File: config.mk
export PLATFORM = sky130hd
export DESIGN_NAME = single_wire_sensor_byte_reader_core
export DESIGN_NICKNAME = d
export VERILOG_FILES = /design/src/swsbr_pkg.sv /design/src/single_wire_sensor_byte_reader_core.sv /design/src/swsbr_cfg.sv /design/src/swsbr_engine.sv
export SDC_FILE = /design/constraint.sdc
export NUM_CORES = 1
export LEC_CHECK = 0
export BUFFER_PORTS_ARGS = -buffer_cell sky130_fd_sc_hd__buf_2
export CORE_ASPECT_RATIO = 1.1
export CORE_MARGIN = 3
export CORE_UTILIZATION = 45
export DETAILED_ROUTE_END_ITERATION = 16
export MAX_ROUTING_LAYER = met4
export PLACE_DENSITY = 0.64
export SLEW_MARGIN = 5
export SYNTH_ARGS = -nofsm -noshare
export SYNTH_HDL_FRONTEND = slang
export SYNTH_SLANG_ARGS = --single-unit
File: constraint.sdc
create_clock -name aclk -period 5.5 [get_ports aclk]
set_clock_uncertainty 0.05 [all_clocks]
set_input_delay 0.55 -clock aclk [delete_from_list [all_inputs] [get_ports aclk]]
set_output_delay 0.55 -clock aclk [all_outputs]
set_load 0.05 [all_outputs]
File: src/swsbr_pkg.sv
// Package for the single-wire sensor byte reader: transaction types, register
// indexes, phase/status/drive codes and sizing constants.
// No dependencies.
package swsbr_pkg;

    // Bits assembled per read
    localparam int BITS_PER_READ = 8;
    localparam int BIT_IDX_W     = $clog2(BITS_PER_READ + 1);

    // Configuration port sizing
    localparam int CFG_IDX_W  = 3;
    localparam int CFG_DATA_W = 16;

    // Tick counter width and its one-bit-wider increment
    localparam int TICK_W = 16;
    localparam int INC_W  = TICK_W + 1;

    // Configuration register indexes
    localparam logic [CFG_IDX_W-1:0] CFG_START_LOW    = 3'd0;
    localparam logic [CFG_IDX_W-1:0] CFG_RELEASE_HIGH = 3'd1;
    localparam logic [CFG_IDX_W-1:0] CFG_SETTLE       = 3'd2;
    localparam logic [CFG_IDX_W-1:0] CFG_RESP_LIMIT   = 3'd3;
    localparam logic [CFG_IDX_W-1:0] CFG_ONE_THRESH   = 3'd4;

    // Register reset values
    localparam logic [15:0] RST_START_LOW    = 16'd18000;
    localparam logic [7:0]  RST_RELEASE_HIGH = 8'd30;
    localparam logic [7:0]  RST_SETTLE       = 8'd5;
    localparam logic [7:0]  RST_RESP_LIMIT   = 8'd100;
    localparam logic [7:0]  RST_ONE_THRESH   = 8'd40;

    typedef enum logic [3:0] {
        PH_IDLE      = 4'd0,
        PH_LOW       = 4'd1,
        PH_HIGH      = 4'd2,
        PH_SETTLE    = 4'd3,
        PH_RESP_LOW  = 4'd4,
        PH_RESP_HIGH = 4'd5,
        PH_WAIT_BIT  = 4'd6,
        PH_MEASURE   = 4'd7,
        PH_GAP       = 4'd8
    } phase_t;

    typedef enum logic [1:0] {
        ST_IDLE  = 2'd0,
        ST_BUSY  = 2'd1,
        ST_READY = 2'd2,
        ST_NORSP = 2'd3
    } status_t;

    typedef enum logic [1:0] {
        DRV_RELEASE = 2'd0,
        DRV_LOW     = 2'd1,
        DRV_HIGH    = 2'd2
    } drive_t;

    typedef struct packed {
        logic mode;
        logic line_level;
    } in_item_t;

    typedef struct packed {
        logic [1:0] line_drive;
        logic [7:0] received_byte;
        logic [1:0] status;
    } out_item_t;

    typedef struct packed {
        logic [15:0] start_low_ticks;
        logic [7:0]  release_high_ticks;
        logic [7:0]  settle_ticks;
        logic [7:0]  response_limit;
        logic [7:0]  one_threshold;
    } cfg_t;

endpackage

File: src/single_wire_sensor_byte_reader_core.sv
// Single-wire sensor byte reader: one microsecond tick per input transaction.
// Data path: an accepted tick lands in the input register, and its result is
// loaded into the result register once that register is empty or being taken.
// Throughput: one tick per cycle while m_ready does not stall the result register.
// Reset: synchronous active-low aresetn returns to idle and reloads registers.
module single_wire_sensor_byte_reader_core
    import swsbr_pkg::*;
(
    input  logic                  aclk,
    input  logic                  aresetn,
    input  logic                  s_valid,
    output logic                  s_ready,
    input  in_item_t              s_data,
    output logic                  m_valid,
    input  logic                  m_ready,
    output out_item_t             m_data,
    input  logic                  cfg_valid,
    output logic                  cfg_ready,
    input  logic [CFG_IDX_W-1:0]  cfg_index,
    input  logic [CFG_DATA_W-1:0] cfg_data
);

    logic      in_valid_reg;
    in_item_t  in_item_reg;
    logic      out_valid_reg;
    out_item_t out_item_reg;
    logic      step_en;
    out_item_t result;
    cfg_t      cfg;

    assign cfg_ready = 1'b1;

    swsbr_cfg u_cfg (
        .aclk     (aclk),
        .aresetn  (aresetn),
        .wr_en    (cfg_valid),
        .wr_index (cfg_index),
        .wr_data  (cfg_data),
        .cfg      (cfg)
    );

    // Process the held tick whenever the result register can take it
    assign step_en = in_valid_reg && (!out_valid_reg || m_ready);
    assign s_ready = !in_valid_reg || step_en;

    swsbr_engine u_engine (
        .aclk    (aclk),
        .aresetn (aresetn),
        .step_en (step_en),
        .item    (in_item_reg),
        .cfg     (cfg),
        .result  (result)
    );

    // Hold the incoming transaction
    always_ff @(posedge aclk) begin
        if (!aresetn) begin
            in_valid_reg <= 1'b0;
        end else if (s_ready) begin
            in_valid_reg <= s_valid;
        end
    end

    always_ff @(posedge aclk) begin
        if (s_valid && s_ready) begin
            in_item_reg <= s_data;
        end
    end

    // Result register: load on step, drop when taken
    always_ff @(posedge aclk) begin
        if (!aresetn) begin
            out_valid_reg <= 1'b0;
        end else if (step_en) begin
            out_valid_reg <= 1'b1;
        end else if (m_ready) begin
            out_valid_reg <= 1'b0;
        end
    end

    always_ff @(posedge aclk) begin
        if (step_en) begin
            out_item_reg <= result;
        end
    end

    assign m_valid = out_valid_reg;
    assign m_data  = out_item_reg;

    // A start request always drives the line low on its own tick
    a_start_drives_low: assert property (@(posedge aclk) disable iff (!aresetn)
        step_en && in_item_reg.mode |-> result.line_drive == DRV_LOW)
        else $error("start tick does not drive the line low");

    // The byte field is zero unless a byte is reported
    a_byte_only_when_ready: assert property (@(posedge aclk) disable iff (!aresetn)
        m_valid && (m_data.status != ST_READY) |-> m_data.received_byte == 8'd0)
        else $error("received byte set without byte_ready");

    // An empty result register never stalls the input
    a_no_needless_stall: assert property (@(posedge aclk) disable iff (!aresetn)
        !out_valid_reg |-> s_ready)
        else $error("input stalled with empty result register");

    // A held tick that is not processed stays in the input register
    a_held_tick_kept: assert property (@(posedge aclk) disable iff (!aresetn)
        in_valid_reg && !step_en |=> in_valid_reg && $stable(in_item_reg))
        else $error("unprocessed tick lost from input register");

endmodule

File: src/swsbr_cfg.sv
// Configuration register file of the single-wire sensor byte reader.
// Depends on swsbr_pkg.
module swsbr_cfg
    import swsbr_pkg::*;
(
    input  logic                  aclk,
    input  logic                  aresetn,
    input  logic                  wr_en,
    input  logic [CFG_IDX_W-1:0]  wr_index,
    input  logic [CFG_DATA_W-1:0] wr_data,
    output cfg_t                  cfg
);

    cfg_t cfg_reg;

    // Write the addressed register; ignore unknown indexes
    always_ff @(posedge aclk) begin
        if (!aresetn) begin
            cfg_reg.start_low_ticks    <= RST_START_LOW;
            cfg_reg.release_high_ticks <= RST_RELEASE_HIGH;
            cfg_reg.settle_ticks       <= RST_SETTLE;
            cfg_reg.response_limit     <= RST_RESP_LIMIT;
            cfg_reg.one_threshold      <= RST_ONE_THRESH;
        end else if (wr_en) begin
            unique case (wr_index)
                CFG_START_LOW:    cfg_reg.start_low_ticks    <= wr_data;
                CFG_RELEASE_HIGH: cfg_reg.release_high_ticks <= wr_data[7:0];
                CFG_SETTLE:       cfg_reg.settle_ticks       <= wr_data[7:0];
                CFG_RESP_LIMIT:   cfg_reg.response_limit     <= wr_data[7:0];
                CFG_ONE_THRESH:   cfg_reg.one_threshold      <= wr_data[7:0];
                default: ;
            endcase
        end
    end

    assign cfg = cfg_reg;

endmodule

File: src/swsbr_engine.sv
// Per-tick state machine of the single-wire sensor byte reader: phase, tick
// counter, bit index and shift register, plus the result of the current tick.
// Depends on swsbr_pkg.
module swsbr_engine
    import swsbr_pkg::*;
(
    input  logic      aclk,
    input  logic      aresetn,
    input  logic      step_en,
    input  in_item_t  item,
    input  cfg_t      cfg,
    output out_item_t result
);

    phase_t                phase_reg,  phase_next;
    logic [TICK_W-1:0]     tick_reg,   tick_next;
    logic [BIT_IDX_W-1:0]  bit_reg,    bit_next;
    logic [7:0]            shift_reg,  shift_next;

    // State after a start request has been applied
    phase_t                ph;
    logic [TICK_W-1:0]     tc;
    logic [BIT_IDX_W-1:0]  bi;
    logic [7:0]            sb;
    logic [INC_W-1:0]      tick_inc;
    logic                  do_finish;
    logic                  do_end_gap;
    logic [INC_W-1:0]      fin_count;
    logic                  bit_val;
    drive_t                drive;
    status_t               status;

    // Advance the state once per processed tick
    always_ff @(posedge aclk) begin
        if (!aresetn) begin
            phase_reg <= PH_IDLE;
            tick_reg  <= '0;
            bit_reg   <= '0;
            shift_reg <= '0;
        end else if (step_en) begin
            phase_reg <= phase_next;
            tick_reg  <= tick_next;
            bit_reg   <= bit_next;
            shift_reg <= shift_next;
        end
    end

    // Next state and result of one tick
    always_comb begin
        ph = phase_reg;
        tc = tick_reg;
        bi = bit_reg;
        sb = shift_reg;
        if (item.mode) begin
            ph = PH_LOW;
            tc = '0;
            bi = '0;
            sb = '0;
        end

        tick_inc   = {1'b0, tc} + INC_W'(1);
        phase_next = ph;
        tick_next  = tc;
        bit_next   = bi;
        shift_next = sb;
        drive      = DRV_RELEASE;
        status     = ST_BUSY;
        do_finish  = 1'b0;
        do_end_gap = 1'b0;
        fin_count  = '0;
        bit_val    = 1'b0;

        unique case (ph)
            PH_LOW: begin
                drive     = DRV_LOW;
                tick_next = tick_inc[TICK_W-1:0];
                if (tick_inc >= INC_W'(cfg.start_low_ticks)) begin
                    tick_next = '0;
                    if (cfg.release_high_ticks != 8'd0) begin
                        phase_next = PH_HIGH;
                    end else if (cfg.settle_ticks != 8'd0) begin
                        phase_next = PH_SETTLE;
                    end else begin
                        phase_next = PH_RESP_LOW;
                    end
                end
            end
            PH_HIGH: begin
                drive     = DRV_HIGH;
                tick_next = tick_inc[TICK_W-1:0];
                if (tick_inc >= INC_W'(cfg.release_high_ticks)) begin
                    tick_next  = '0;
                    phase_next = (cfg.settle_ticks != 8'd0) ? PH_SETTLE : PH_RESP_LOW;
                end
            end
            PH_SETTLE: begin
                tick_next = tick_inc[TICK_W-1:0];
                if (tick_inc >= INC_W'(cfg.settle_ticks)) begin
                    tick_next  = '0;
                    phase_next = PH_RESP_LOW;
                end
            end
            PH_RESP_LOW: begin
                if (item.line_level) begin
                    tick_next  = '0;
                    phase_next = PH_RESP_HIGH;
                end else begin
                    tick_next = tick_inc[TICK_W-1:0];
                    if (tick_inc >= INC_W'(cfg.response_limit)) begin
                        tick_next  = '0;
                        phase_next = PH_IDLE;
                        status     = ST_NORSP;
                    end
                end
            end
            PH_RESP_HIGH: begin
                if (!item.line_level) begin
                    tick_next  = '0;
                    bit_next   = '0;
                    shift_next = '0;
                    phase_next = PH_WAIT_BIT;
                end else begin
                    tick_next = tick_inc[TICK_W-1:0];
                    if (tick_inc >= INC_W'(cfg.response_limit)) begin
                        tick_next  = '0;
                        phase_next = PH_IDLE;
                        status     = ST_NORSP;
                    end
                end
            end
            PH_WAIT_BIT: begin
                // No timeout here: only a start request leaves a hung bit
                if (item.line_level) begin
                    tick_next = '0;
                    if (cfg.response_limit == 8'd0) begin
                        do_finish = 1'b1;
                    end else begin
                        phase_next = PH_MEASURE;
                    end
                end
            end
            PH_MEASURE: begin
                if (item.line_level) begin
                    tick_next = tick_inc[TICK_W-1:0];
                    if (tick_inc >= INC_W'(cfg.response_limit)) begin
                        do_finish = 1'b1;
                        fin_count = tick_inc;
                    end
                end else begin
                    do_finish = 1'b1;
                    fin_count = {1'b0, tc};
                end
            end
            PH_GAP: begin
                tick_next = tick_inc[TICK_W-1:0];
                if (tick_inc >= INC_W'(cfg.settle_ticks)) begin
                    do_end_gap = 1'b1;
                end
            end
            default: begin
                phase_next = PH_IDLE;
                tick_next  = '0;
                status     = ST_IDLE;
            end
        endcase

        // Decode the pulse and shift the bit in
        if (do_finish) begin
            bit_val    = (fin_count > INC_W'(cfg.one_threshold));
            shift_next = {sb[6:0], bit_val};
            tick_next  = '0;
            if (cfg.settle_ticks == 8'd0) begin
                do_end_gap = 1'b1;
            end else begin
                phase_next = PH_GAP;
            end
        end

        // Close the bit: next bit or byte complete
        if (do_end_gap) begin
            tick_next = '0;
            if (bi >= BIT_IDX_W'(BITS_PER_READ - 1)) begin
                phase_next = PH_IDLE;
                status     = ST_READY;
            end else begin
                bit_next   = bi + BIT_IDX_W'(1);
                phase_next = PH_WAIT_BIT;
            end
        end

        result.line_drive    = drive;
        result.received_byte = (status == ST_READY) ? shift_next : 8'd0;
        result.status        = status;
    end

endmodule
==> results of run 1 <==
## repair_timing
action                     4_1_cts  5_1_grt
resized for setup                0        1
setup endpoints to repair        0        2
hold buffers                     0        0
## power by group
group / total [mW] / internal [mW] / switching (mW) / leakage, nW
clock network: 0.597 / 0.321 / 0.277 / 0.137
registers: 0.735 / 0.726 / 0.00888 / 0.792
logic: 0.137 / 0.0397 / 0.0972 / 1.71
total: 1.47 / 1.09 / 0.383 / 2.64
## final cells by class
type	count	area, sq um	area share (%)
repair buffers	50	278	4.05
multi-input cells	591	3810	55.5
flip-flops and latches	96	2060	30.0
inverters	55	206	3.01
clock buffers	12	246	3.59
well taps	184	230	3.35
clock inverters	4	28.8	0.419
## logic make-up after synthesis
group | synth area share (%)
compound gates | 22.7
xor+xnor | 2.25
fa+ha+maj | 10.2
flops | 33.1
simple gates | 24.9
other cells | 0.0601
mux | 0.862
buf+inv | 5.94
## synth_stat cells, types with 3 or more instances
library cell and number:
o211ai_1 20, and3_1 10, a21boi_0 32, nor3_1 7, a22o_1 9, nand4_1 13, nand2_1 146, nor4_1 6
o31ai_1 4, a21oi_1 39, nand2b_1 8, a21o_1 7, a22oi_1 4, a221oi_1 3, ha_1 51, buf_2 4
or4_1 3, a41oi_1 5, a32o_1 4, o21a_1 4, clkbuf_1 28, a211oi_1 7, nor2b_1 15, o21ai_1 7
xor2_1 5, mux2_2 3, o21ai_0 27, nor2_1 51, o22ai_1 3, nand3_1 26, xnor2_1 11, edfxtp_1 14
and2_1 7, dfxtp_1 82, inv_1 53
## final timing paths
check | from | to | slack [ns] | depth (start not counted)
setup / recovery | in_item_reg[1] | m_data[2] | 0.45 | 23
hold / removal | s_data[0] | in_item_reg[0] | 0.34 | 1
setup reg to reg | in_item_reg[1] | m_data[2] | 0.45 | 23
hold reg to reg | u_cfg.cfg[1] | u_cfg.cfg[1] | 0.41 | 2
## layout by cell type (no fill, tap or decap), types with 11 or more instances in the layout
cell type / netlist / final
nand3_1: 26 / 26
xnor2_1: 11 / 11
buf_4: 1 / 11
o21ai_0: 27 / 27
edfxtp_1: 14 / 14
ha_1: 51 / 51
nand2_1: 146 / 146
dfxtp_1: 82 / 82
nor2b_1: 15 / 15
buf_2: 4 / 39
nand4_1: 13 / 13
inv_1: 53 / 53
o211ai_1: 20 / 20
nor2_1: 51 / 51
a21oi_1: 39 / 39
a21boi_0: 32 / 32
## layer usage
metal	track usage (%)	part of all wire (%)	wire length, microns
met2	40.8	48	8680
met3	3.10	4.6	843
met5	-	0	0
met4	12.3	4.0	724
met1	30.1	44	7970
## per-stage QoR
| stage | area (sq um) | util (%) |
|---|---|---|
| global route | 6860 | 51.3 |
| global placement | 6580 | 49.2 |
| detailed placement | 6580 | 49.2 |
| CTS | 6860 | 51.3 |
| finish | 6860 | 51.3 |
| floorplan | 6240 | - |
==> results.txt, run 1 <==
status -> completed
1st-iter DRT viols -> 524
drt drc -> 0
asr flop ratio synth -> 0%
setup TNS -> 0 ns
total setup buffers inserted after CTS -> 0
Crit path largest cell delay -> 0.45 ns
RSZ-0062 raised after global routing -> false
biggest area consumer among synthesized cells -> dfxtp_1
CTS root buffer -> clkbuf_16
CP cell instances -> nor2b_1, ha_1, nand2_1, or3_1, a21oi_1, buf_4, ha_1, a21oi_1, o21ai_0, a221oi_2, and2_4, a21o_1, nor2_1, ha_1, nor2b_1, o21a_1, o21a_1, o21ai_0, nand2_1, o2111ai_1, a21oi_1, o21ai_0, a21oi_1
Pwr Total -> 1.47 mW
Die Wd -> 118 microns
Top FF cell, synth -> dfxtp_1
largest net degree at the start of global routing -> 38
die height -> 129 microns
Seq cells post-synth -> 96
IO buf count -> 39
I/O pin count -> 41
CTS tree -> done
period utilization -> 91.8%
Slew HR -> 48.1%
# setup viols final -> 0
Final WS setup -> 0.454 ns
max-slew violations -> 0
routed wire length -> 18200 microns
number of flops mapped to enable cells by yosys -> 14
critical path capture point type -> flop
WL/cell -> 18.4 microns
Initial Util -> 46.6%
Clk pin slew, worst setup/hold paths -> 0.07 ns
synthesis-to-finish area growth -> 10.0%
most frequent CP cell -> a21oi_1
Crit-path slowest cell -> edfxtp_1
crit-path max FO -> 8
leakage -> 2.64 nW
Slew @ Worst Pin -> 0.779 ns
routability-driven placement congestion ratio -> 0.925
post-synth top area share -> 26.3%
first-pass GRT wire length -> 28900 microns
max reg flops -> 48
Layout fillers -> 1314
synth top area cells -> dfxtp_1 26%, ha_1 10%, nand2_1 8.8%
Syn Nets -> 856
post-synthesis sequential area ratio -> 33.1%
via count -> 5827
DP HPWL -> 14000 microns
final hold slack -> 0.341 ns
PD cells -> 214 nW/um^2
FP Rows -> 44
Worst setup SP type -> flop
Mapped Area -> 6240 sq um
CP Class -> reg -> reg
Synth Instances -> 779
layout cells sized above 1 -> 11.5%
die footprint -> 15300 sq um
fmax -> 198 MHz
H-tree levels -> 3
delay-heaviest family, CP -> compound AO/OA/AOI/OAI gates
clock latency on the worst-skew pair -> 0.36 ns
Post-DRT Antenna Nets -> 0
Yosys cell types -> 82
Ys Warns -> 0
antenna violations before repair -> 0
Placement Setup Slack -> 0.389 ns
Clock Path Buffers -> 2
max_cap viols -> 0
crit path DAT -> 5.09 ns
syn avg cell area -> 8.01 sq um
non-filler cells, final -> 992
CTS buffer count -> 9
Peak supply drop -> 0.172 mV
DR pass1 iterations -> 5
placed cells -> 976
Placeable Area -> 13400 sq um
diodes inserted -> 0
# nets final -> 880
Critical Path RT -> 5.54 ns
vias per cell -> 5.87
endpoints failing hold -> 0
vias in the first global route -> 5462
total grt overflow -> 0
clk sinks -> 96
Final min period -> 5.05 ns
GRT Overall Usage -> 24.7%
CP bufs+invs -> 1
worst hold path type -> in -> reg
Power figures use the tool's default switching activity.
==> inputs of run 2 (changes only) <==
Settings changed: PLACE_DENSITY 0.64 to 0.61.
Clock period 5.5 ns to 5.6 ns, I/O delays scaled along.
==> run 2 against run 1 <==
Register-to-register slack worse by 0.06 ns. Critical path depth fell by 1. Maximum frequency shrank 3.1%. Final cell count down 0.10%. Global-route usage is 0.10 points higher. First-iteration DRC count decreased by 29%. Critical endpoint unchanged. Largest power group unchanged.
==> results.txt, run 2 (same netlist as run 1, synthesis figures left out) <==
status -> completed
H-tree levels -> 3 (unchanged)
via count -> 5673 (-2.6%)
layout cells sized above 1 -> 11.4% (-0.11 points)
DP HPWL -> 13800 microns (-1.1%)
# setup viols final -> 0 (unchanged)
vias in the first global route -> 5586 (+2.3%)
CP cell instances -> buf_4, inv_1, nand2_1, xnor2_1, ha_1, nand2_1, o21ai_0, a221oi_1, buf_4, and2_4, a21o_1, nor2_1, ha_1, nor2b_1, o21a_1, o21a_1, o21ai_0, nand2_1, o2111ai_1, a21oi_1, o21ai_0, a21oi_1
routed wire length -> 17900 microns (-1.6%)
hold_buf cts -> 0 (unchanged)
placed cells -> 975 (-0.10%)
antenna violations before repair -> 0 (unchanged)
diodes inserted -> 0 (unchanged)
total grt overflow -> 0 (unchanged)
WL/cell -> 18.1 microns (-1.5%)
crit-path max FO -> 28 (+20)
PostCTS Resize Cnt -> 0 (unchanged)
RSZ-0062 raised after global routing -> false
clock latency on the worst-skew pair -> 0.35 ns (about the same)
total setup buffers inserted after CTS -> 0 (unchanged)
Initial Util -> 46.6% (unchanged)
Crit-path slowest cell -> xnor2_1
Critical Path RT -> 5.64 ns (+0.10 ns)
die height -> 129 microns (unchanged)
leakage -> 2.64 nW (+0.15%)
period utilization -> 93.0% (+1.2 points)
worst hold path type -> in -> reg
IO buf count -> 39 (unchanged)
non-filler cells, final -> 991 (-0.10%)
PD cells -> 217 nW/um^2 (+1.5%)
CTS tree -> done
most common cell after layout, fill and taps aside -> nand2_1
Reg area -> 2060 sq um (unchanged)
Crit path largest cell delay -> 0.54 ns (+0.09 ns)
setup TNS -> 0 ns (unchanged)
drt drc -> 0 (unchanged)
fmax -> 192 MHz (-3.1%)
largest net degree at the start of global routing -> 66 (+74%)
Post-DRT Antenna Nets -> 0 (unchanged)
clk sinks -> 96 (unchanged)
multi-input logic area -> 3810 sq um (-0.16%)
max_cap viols -> 0 (unchanged)
endpoints failing hold -> 0 (unchanged)
I/O pin count -> 41 (unchanged)
CTS buffer count -> 9 (unchanged)
CP Class -> reg -> reg
# nets final -> 879 (-0.11%)
crit path DAT -> 5.25 ns (+0.16 ns)
GRT Overall Usage -> 24.9% (+0.10 points)
Clk pin slew, worst setup/hold paths -> 0.07 ns (about the same)
DR pass1 iterations -> 5 (unchanged)
R2R depth -> 22 (-4.3%)
Pwr Total -> 1.49 mW (+1.7%)
final hold slack -> 0.332 ns (-0.00848 ns)
Slew HR -> 47.3% (-0.80 points)
1st-iter DRT viols -> 374 (-29%)
Worst setup SP type -> flop
max-slew violations -> 0 (unchanged)
Peak supply drop -> 0.150 mV (-13%)
critical path capture point type -> flop
die footprint -> 15300 sq um (unchanged)
Hold Crit Depth -> 1 (unchanged)
Clock Path Buffers -> 2 (unchanged)
synthesis-to-finish area growth -> 10.3%
Die Wd -> 118 microns (unchanged)
CTS root buffer -> clkbuf_16
vias per cell -> 5.72 (-2.5%)
first-pass GRT wire length -> 29200 microns (+1.0%)
FP Rows -> 44 (unchanged)
Final min period -> 5.21 ns (+0.161 ns)
Layout fillers -> 1314 (unchanged)
Placeable Area -> 13400 sq um (unchanged)
most frequent cells in the layout -> 146 x nand2_1, 82 x dfxtp_1, 53 x inv_1, 51 x nor2_1, 51 x ha_1
routability-driven placement congestion ratio -> 0.982 (+6.2%)
Slew @ Worst Pin -> 0.788 ns (+0.00914 ns)
max reg flops -> 48 (unchanged)
## run 2: power breakdown
| group | leakage [nW] | internal (mW) | switching, mW |
|---|---|---|---|
| sequential | 0.792 | 0.713 | 0.00780 |
| clock | 0.148 | 0.361 | 0.280 |
| combinational | 1.70 | 0.0384 | 0.0940 |
| total | 2.64 | 1.11 | 0.382 |
## run 2: critical path: cells and delay by family, from the launching register on
kind,cells,cell delay [ns]
adder cells (fa/ha/maj),2,0.66
flip-flops,1,0.46
buffers and inverters,3,0.76
AND/OR/NAND/NOR,6,0.75
XOR/XNOR,1,0.54
AO/OA/AOI/OAI,10,1.72
## run 2: worst paths after layout
check | end | startpoint | slack (ns)
setup / recovery | m_data[2] | in_item_reg[1] | 0.39
hold / removal | in_item_reg[0] | s_data[0] | 0.33
setup reg to reg | m_data[2] | in_item_reg[1] | 0.39
hold reg to reg | u_cfg.cfg[15] | u_cfg.cfg[15] | 0.42
## run 2: routing by layer
layer | up-vias | routed length, microns | GRT usage (%)
met1 | 2659 | 7630 | 29.4
li1 | 2809 | - | -
met5 | - | 0 | -
met4 | 0 | 542 | 10.8
met3 | 40 | 849 | 3.01
met2 | 165 | 8900 | 42.9
## run 2: layout make-up
class / instances / area share, %
multi-input cells: 591 / 55.3
clock buffers: 10 / 3.47
well taps: 184 / 3.35
flip-flops and latches: 96 / 30.0
repair buffers: 49 / 3.93
clock inverters: 6 / 0.964
inverters: 55 / 3.00
## run 2: through the flow
step           area [sq um]  util, %  setup slack [ns]
2_1_floorplan          6240        -             0.376
3_3_place_gp           6580     49.1             0.833
3_5_place_dp           6580     49.1             0.488
4_1_cts                6880     51.4             0.478
5_1_grt                6880     51.4            0.0959
6_report               6880     51.4             0.393
==> inputs of run 3 (changes only) <==
Settings changed: BUFFER_PORTS_ARGS -buffer_cell sky130_fd_sc_hd__buf_2 to default, DONT_BUFFER_PORTS from default to 1, PLACE_DENSITY 0.61 to 0.59, TNS_END_PERCENT from default to 50.
==> run 3 against run 2 <==
Non-clock buffer count fell by 41. Largest power group unchanged. Critical path type unchanged. Clock power fell by 1%. Core utilization fell by 1.6 points. Sequential share of layout area rose by 0.94 points. Register-to-register slack improved by 0.28 ns. Critical path depth fell by 1. Setup slack improved by 0.28 ns. Highest routed layer unchanged. Count of clock-buffer cells in the layout rose by 1. Via count fell by 3.3%. Combinational power fell by 35%. Sequential power rose by 3%.
==> results.txt, run 3 (same netlist as run 1, synthesis figures left out) <==
CTS root buffer -> clkbuf_16
WL/cell -> 18.8 microns (+4.1%)
Die Wd -> 118 microns (unchanged)
1st-iter DRT viols -> 341 (-8.8%)
vias in the first global route -> 5375 (-3.8%)
via count -> 5487 (-3.3%)
Crit-path slowest cell -> xnor2_1
IO buf count -> 0 (-100%)
die height -> 129 microns (unchanged)
CTS tree -> done
die footprint -> 15300 sq um (unchanged)
I/O pin count -> 41 (unchanged)
fmax -> 203 MHz (+5.7%)
GRT Overall Usage -> 24.9% (+0.053 points)
vias per cell -> 5.78 (+0.90%)
status -> completed
leakage -> 2.48 nW (-6.2%)
PD cells -> 219 nW/um^2 (+0.66%)
dpl cell area -> 6360 sq um (-3.2%)
critical path capture point type -> flop
Final min period -> 4.93 ns (-0.280 ns)
fin util -> 49.9% (-1.6 points)
worst hold path type -> in -> reg
max reg flops -> 48 (unchanged)
drt drc -> 0 (unchanged)
RSZ-0062 raised after global routing -> false
most frequent cells in the layout -> 146 x nand2_1, 82 x dfxtp_1, 53 x inv_1, 51 x nor2_1, 51 x ha_1
setup TNS -> 0 ns (unchanged)
FP Rows -> 44 (unchanged)
crit path DAT -> 4.97 ns (-0.28 ns)
routed wire length -> 17900 microns (-0.21%)
final hold slack -> 0.245 ns (-0.0871 ns)
CTS buffer count -> 9 (unchanged)
Peak supply drop -> 0.244 mV (+63%)
# setup viols final -> 0 (unchanged)
antenna violations before repair -> 0 (unchanged)
Crit path largest cell delay -> 0.50 ns (-0.04 ns)
most common cell after layout, fill and taps aside -> nand2_1
DP HPWL -> 14000 microns (+1.5%)
clock latency on the worst-skew pair -> 0.36 ns (about the same)
period utilization -> 88.0% (-5.0 points)
Clock Path Buffers -> 2 (unchanged)
non-filler cells, final -> 950 (-4.1%)
Worst setup SP type -> flop
max-slew violations -> 0 (unchanged)
final instance area -> 6670 sq um (-3.1%)
H-tree levels -> 3 (unchanged)
Slew @ Worst Pin -> 0.798 ns (+0.0104 ns)
Slew HR -> 46.8% (-0.50 points)
clk sinks -> 96 (unchanged)
first-pass GRT wire length -> 29000 microns (-0.78%)
DR pass1 iterations -> 5 (unchanged)
Critical Path RT -> 5.64 ns (about the same)
Clk pin slew, worst setup/hold paths -> 0.07 ns (about the same)
CP cell instances -> buf_4, inv_1, nand2_1, xnor2_1, ha_1, nand2_1, o21ai_0, a221oi_2, and2_4, a21o_1, nor2_1, ha_1, nor2b_1, o21a_1, o21a_1, o21ai_0, nand2_1, o2111ai_1, a21oi_1, o21ai_0, a21oi_1
# nets final -> 838 (-4.7%)
largest net degree at the start of global routing -> 66 (unchanged)
Post-DRT Antenna Nets -> 0 (unchanged)
placed cells -> 934 (-4.2%)
crit-path max FO -> 28 (unchanged)
layout cells sized above 1 -> 6.66% (-4.7 points)
Initial Util -> 46.6% (unchanged)
endpoints failing hold -> 0 (unchanged)
Placeable Area -> 13400 sq um (unchanged)
max_cap viols -> 0 (unchanged)
CP Class -> reg -> reg
synthesis-to-finish area growth -> 6.92%
Layout fillers -> 1308 (-0.46%)
diodes inserted -> 0 (unchanged)
total grt overflow -> 0 (unchanged)
routability-driven placement congestion ratio -> 0.973 (-0.91%)
[run 3: cell count changes in the layout (fill, tap and decap cells not counted)]
cell / previous run / this run
buf_2: 39 / 0
buf_4: 10 / 8
clkbuf_1: 0 / 2
clkinv_4: 0 / 2
a221oi_1: 3 / 2
a221oi_2: 0 / 1
clkbuf_8: 1 / 0
clkinv_1: 1 / 0
clkinv_2: 1 / 0
inv_6: 1 / 0
[run 3: final timing paths]
check                      start             end  slack [ns]  cells after the start
hold reg to reg     u_cfg.cfg[1]    u_cfg.cfg[1]        0.41                      2
setup / recovery  in_item_reg[1]       m_data[2]        0.67                     21
setup reg to reg  in_item_reg[1]       m_data[2]        0.67                     21
hold / removal         s_data[1]  in_item_reg[1]        0.25                      0
[run 3: worst max-delay path: cells and delay by family (launching register included)]
| family | cells | cell delay [ns] |
|---|---|---|
| simple gates | 6 | 0.80 |
| fa+ha+maj | 2 | 0.64 |
| flops | 1 | 0.44 |
| xor+xnor | 1 | 0.50 |
| compound gates | 10 | 1.67 |
| buf+inv | 2 | 0.54 |
[run 3: stage by stage]
step                      setup slack (ns)  power (mW)
after global routing                 0.176        1.52
after floorplan                      0.376       0.824
after global placement               0.752       0.840
after detailed placement             0.531       0.842
after CTS                            0.506        1.47
final                                0.673        1.46
[run 3: cell type report]
class	instances	area [sq um]	area share (%)
tap	184	230	3.45
clock buffer	11	233	3.49
sequential	96	2060	30.9
multi-input combinational	591	3810	57.2
clock inverter	5	66.3	0.994
inverter	55	206	3.10
timing repair buffer	8	60.1	0.900
[run 3: per-layer routing]
metal / vias to the layer above / track usage [%] / share of wire [%]
li1: 2726 / - / -
met1: 2565 / 28.5 / 43
met2: 159 / 42.8 / 50
met3: 37 / 5.24 / 5.0
met4: 0 / 10.3 / 2.7
met5: - / - / 0
[run 3: repair_timing]
action / in CTS / in global routing
setup endpoints to repair: 0 / 1
resized for setup: 0 / 1
hold buffers: 0 / 0
buffers inserted: 0 / 0
[run 3: report_power, final]
part | internal [mW] | leakage [nW] | switching, mW
registers | 0.714 | 0.792 | 0.0265
logic | 0.0283 | 1.55 | 0.0579
clock network | 0.351 | 0.142 | 0.281
